[config.mk]
export PLATFORM = sky130hd
export DESIGN_NAME = tle_line_store
export DESIGN_NICKNAME = d
export VERILOG_FILES = /design/src/rtl/tle_pkg.sv /design/src/rtl/tle_line_store.sv
export SDC_FILE = /design/constraint.sdc
export NUM_CORES = 1
export LEC_CHECK = 0
export BUFFER_PORTS_ARGS = -buffer_cell sky130_fd_sc_hd__buf_2
export CORE_UTILIZATION = 45
export CTS_CLUSTER_SIZE = 10
export DETAILED_ROUTE_END_ITERATION = 6
export SLEW_MARGIN = 10
export SYNTH_ARGS = -nofsm -noshare
export SYNTH_HDL_FRONTEND = slang
export SYNTH_SLANG_ARGS = --single-unit
[constraint.sdc]
create_clock -name clk -period 3.4 [get_ports clk]
set_clock_uncertainty 0.1 [all_clocks]
set_input_delay 0.68 -clock clk [delete_from_list [all_inputs] [get_ports clk]]
set_output_delay 0.68 -clock clk [all_outputs]
set_load 0.01 [all_outputs]
[src/rtl/tle_pkg.sv]
// Package for the terminal line editor: field widths, result kinds and
// character codes. No dependencies; every other file of the block imports it.
package tle_pkg;

  localparam int BYTE_W      = 8;
  localparam int CHAR_W      = 7;   // stored line characters
  localparam int POS_W       = 7;   // write/read positions and erase count
  localparam int KIND_W      = 3;
  localparam int LINE_CAP_DEF = 128;

  typedef enum logic [KIND_W-1:0] {
    KIND_ECHO     = 3'd0,
    KIND_CHAR     = 3'd1,
    KIND_NOTREADY = 3'd2,
    KIND_EOF      = 3'd3,
    KIND_ERR      = 3'd4,
    KIND_ERASE    = 3'd5
  } kind_t;

  localparam logic [BYTE_W-1:0] CH_BS     = 8'h08;
  localparam logic [BYTE_W-1:0] CH_LF     = 8'h0A;
  localparam logic [BYTE_W-1:0] CH_CR     = 8'h0D;
  localparam logic [BYTE_W-1:0] CH_ESC    = 8'h1B;
  localparam logic [BYTE_W-1:0] CH_SPACE  = 8'h20;
  localparam logic [BYTE_W-1:0] CH_UPPERA = 8'h41;
  localparam logic [BYTE_W-1:0] CH_UPPERD = 8'h44;
  localparam logic [BYTE_W-1:0] CH_UPPERK = 8'h4B;
  localparam logic [BYTE_W-1:0] CH_LBRACK = 8'h5B;
  localparam logic [BYTE_W-1:0] CH_TILDE  = 8'h7E;

endpackage

[src/rtl/tle_line_store.sv]
// Line buffer of the terminal line editor: one write port, one registered
// read port with write-first forwarding. Depends on tle_pkg.
module tle_line_store
  import tle_pkg::*;
#(
  parameter int DEPTH = LINE_CAP_DEF,
  parameter int AW    = $clog2(LINE_CAP_DEF)
) (
  input  logic              clk,
  input  logic              we,
  input  logic [AW-1:0]     waddr,
  input  logic [CHAR_W-1:0] wdata,
  input  logic [AW-1:0]     raddr,
  output logic [CHAR_W-1:0] rdata
);

  logic [CHAR_W-1:0] mem [DEPTH];

  always_ff @(posedge clk) begin
    if (we) begin
      mem[waddr] <= wdata;
    end
  end

  // Return the value being written when both ports hit the same entry.
  always_ff @(posedge clk) begin
    if (we && (waddr == raddr)) begin
      rdata <= wdata;
    end else begin
      rdata <= mem[raddr];
    end
  end

endmodule
==> out/metrics.yaml <==
run_status:
  status: "finished with violations"
  violations: "setup timing"
detailed_routing:
  postRouteAntennaNets: 0
  via_per_inst: 5.76
  drc: 0
  wire_per_inst_microns: 28.5
  totalWireLength_microns: 78800
  drt_first_iter_violations: 1463
  drtPass1Iterations: 7
  vias: 15900
sta:
  timing.fmax_ghz: 0.229
  final-hold-violation-count: 0
  rsz0062_at_grt: "yes"
  fin_crit_ns: 4.36
  layout_setup_ws_ns: -0.962
  slew_headroom_pct: 43.4
  worstMarginPinSlew_ns: 0.846
  final-setup-viol-count: 7
  period_share_pct: 128
  holdWs_ns: 0.0418
  maxSlewViolCount: 0
finish:
  reg_top3: "mem: 896 flops"
  final_layout_size_suffix_gt1_share_pct: 36.1
  final_common_cell: "edfxtp_1"
  finalInstanceArea_sq_um: 40800
  final_net_count: 1712
  layout_common_cells: "edfxtp_1 (896), mux4_2 (294), buf_4 (142)"
  syn2layout_area_growth_pct: 17.1
  top_register: "mem"
  largest_reg_flops: 896
setup_path:
  critPathSlowestCell: "mux4_2"
  critPathLaunchType: "register"
  worst_path_most_repeated_cell: "mux4_2"
  crit_type: "reg -> out"
  setup.worst_path.end: "rdata[6]"
  required_ns: 2.62
  endpoint_kind: "output port"
  cp_max_fo: 7
  max_stage_delay_ns: 0.57
  cp_data_arrival_time_ns: 3.58
  crit_chain: "buf_12 > buf_12 > buf_8 > mux4_2 > mux4_2 > mux4_2 > mux2_4 > buf_6"
die:
  initial_utilization_pct: 45.7
  ios: 30
  rows: 101
  die_area_sq_um: 78500
  die_h_microns: 280
  core_sq_um: 76200
  dieWidth_microns: 280
pwr:
  fin_total_pwr_uw: 23100
  ir_worst_vdd_uv: 449
  power_density_nw_per_um2: 567
  power_leakage_uw: 0.0128
cts:
  postCtsHoldBufs: 0
  cts_tree: "done"
  root_buffer: "clkbuf_16"
  cts_htree_levels: 3
  max-clock-path-buffers: 3
  numCtsBuffers: 101
  numClockSinks: 903
  clk_pin_slew_ns: 0.05
synthesis:
  synth_area_sq_um: 34800
  synth_cells: 1453
  ys_seq_area_share_pct: 77.7
  synth_cell_type_count: 17
  ys_warn_count: 0
  syn_avg_cell_area_sq_um: 24.0
  synth_seq_cells: 903
  syn-num-nets: 1476
global_route:
  grt_pass1_wl_microns: 115000
  grt_remaining_overflow: 0
  antenna_found_initial: 9
  first_global_vias: 16400
  grtUsageTotal_pct: 20.5
  grt_max_degree: 93
placement:
  finalWeightedCongestion: 0.814
  io_buffers: 29
  place_area_sq_um: 37700
  hpwl_microns: 50500
run:
  drv_cap: 0
hold_path:
  worstHoldPathType: "in -> reg"
[where the power goes]
group          internal (uW)  total [uW]  leakage, uW  switching (uW)
Clock                   5480        9500      0.00134            4020
Combinational            590        1280      0.00336             687
Sequential             12300       12300      0.00811            25.4
Total                  18400       23100       0.0128            4730
[kinds of logic (layout without fill, tap and decap cells)]
kind of cell	Yosys count	count (layout)	share of synthesized area, %
simple gates	170	170	2.00
buf+inv	79	359	1.05
other cells	0	2	0
flops	903	903	77.7
mux	301	301	19.2
[repair_timing]
item,4_1_cts,5_1_grt
setup endpoints to repair,7,7
gates resized for setup,2,28
pin swaps,0,0
buffers inserted,2,3
cloned,1,3
[worst min path at each step]
stage	startpoint	end	depth (start not counted)
2_1_floorplan	raddr[0]	register	0
3_3_place_gp	raddr[5]	register	1
3_5_place_dp	raddr[1]	register	1
4_1_cts	raddr[3]	register	1
5_1_grt	raddr[6]	register	1
6_report	raddr[3]	register	1
[synth_stat cells]
cell | instances | area, sq um
nand3_1 | 12 | 60.1
nor3_1 | 9 | 45.0
buf_2 | 3 | 15.0
mux2_2 | 7 | 78.8
nor2_1 | 122 | 458
buf_6 | 1 | 11.3
dfxtp_1 | 7 | 140
nand2_1 | 14 | 52.6
nand4_1 | 3 | 18.8
or3_1 | 1 | 6.26
clkbuf_1 | 48 | 180
buf_4 | 15 | 113
edfxtp_1 | 896 | 26900
nor2b_1 | 7 | 43.8
mux4_2 | 294 | 6620
nand2b_1 | 2 | 12.5
buf_1 | 12 | 45.0
[metal layers]
metal  up-vias  global-route usage [%]  routed length [microns]
li1       6669                       -                        -
met2       508                    31.8                    37800
met5         -                       0                       92
met1      8613                    29.3                    33600
met4        14                    5.93                     2090
met3       133                    4.76                     5270
[final cells by class]
type	count	area [sq um]
fillers	5726	35500
repair buffers	212	2200
diodes	2	5.00
well taps	1030	1290
flip-flops and latches	903	27100
multi-input cells	471	7420
clock buffers	142	2720
clock inverters	5	57.6
[through the flow]
stage | util [%] | setup WS [ns] | cells | TNS (ns)
after floorplan | - | 0.0195 | 1453 | 0
after global placement | 49.5 | -0.298 | 2607 | -1.79
after detailed placement | 49.5 | -0.290 | 2607 | -1.84
after CTS | 53.2 | -0.975 | 2757 | -6.75
after global routing | 53.5 | -1.01 | 2764 | -6.95
final | 53.5 | -0.962 | 2765 | -6.50
[worst max-delay path: cells and delay by family, from the launching register on]
family                 cells  cell delay [ns]
multiplexers               4             1.94
flip-flops                 1             0.40
buffers and inverters      4             0.59
(Power assumes the default switching activity.)
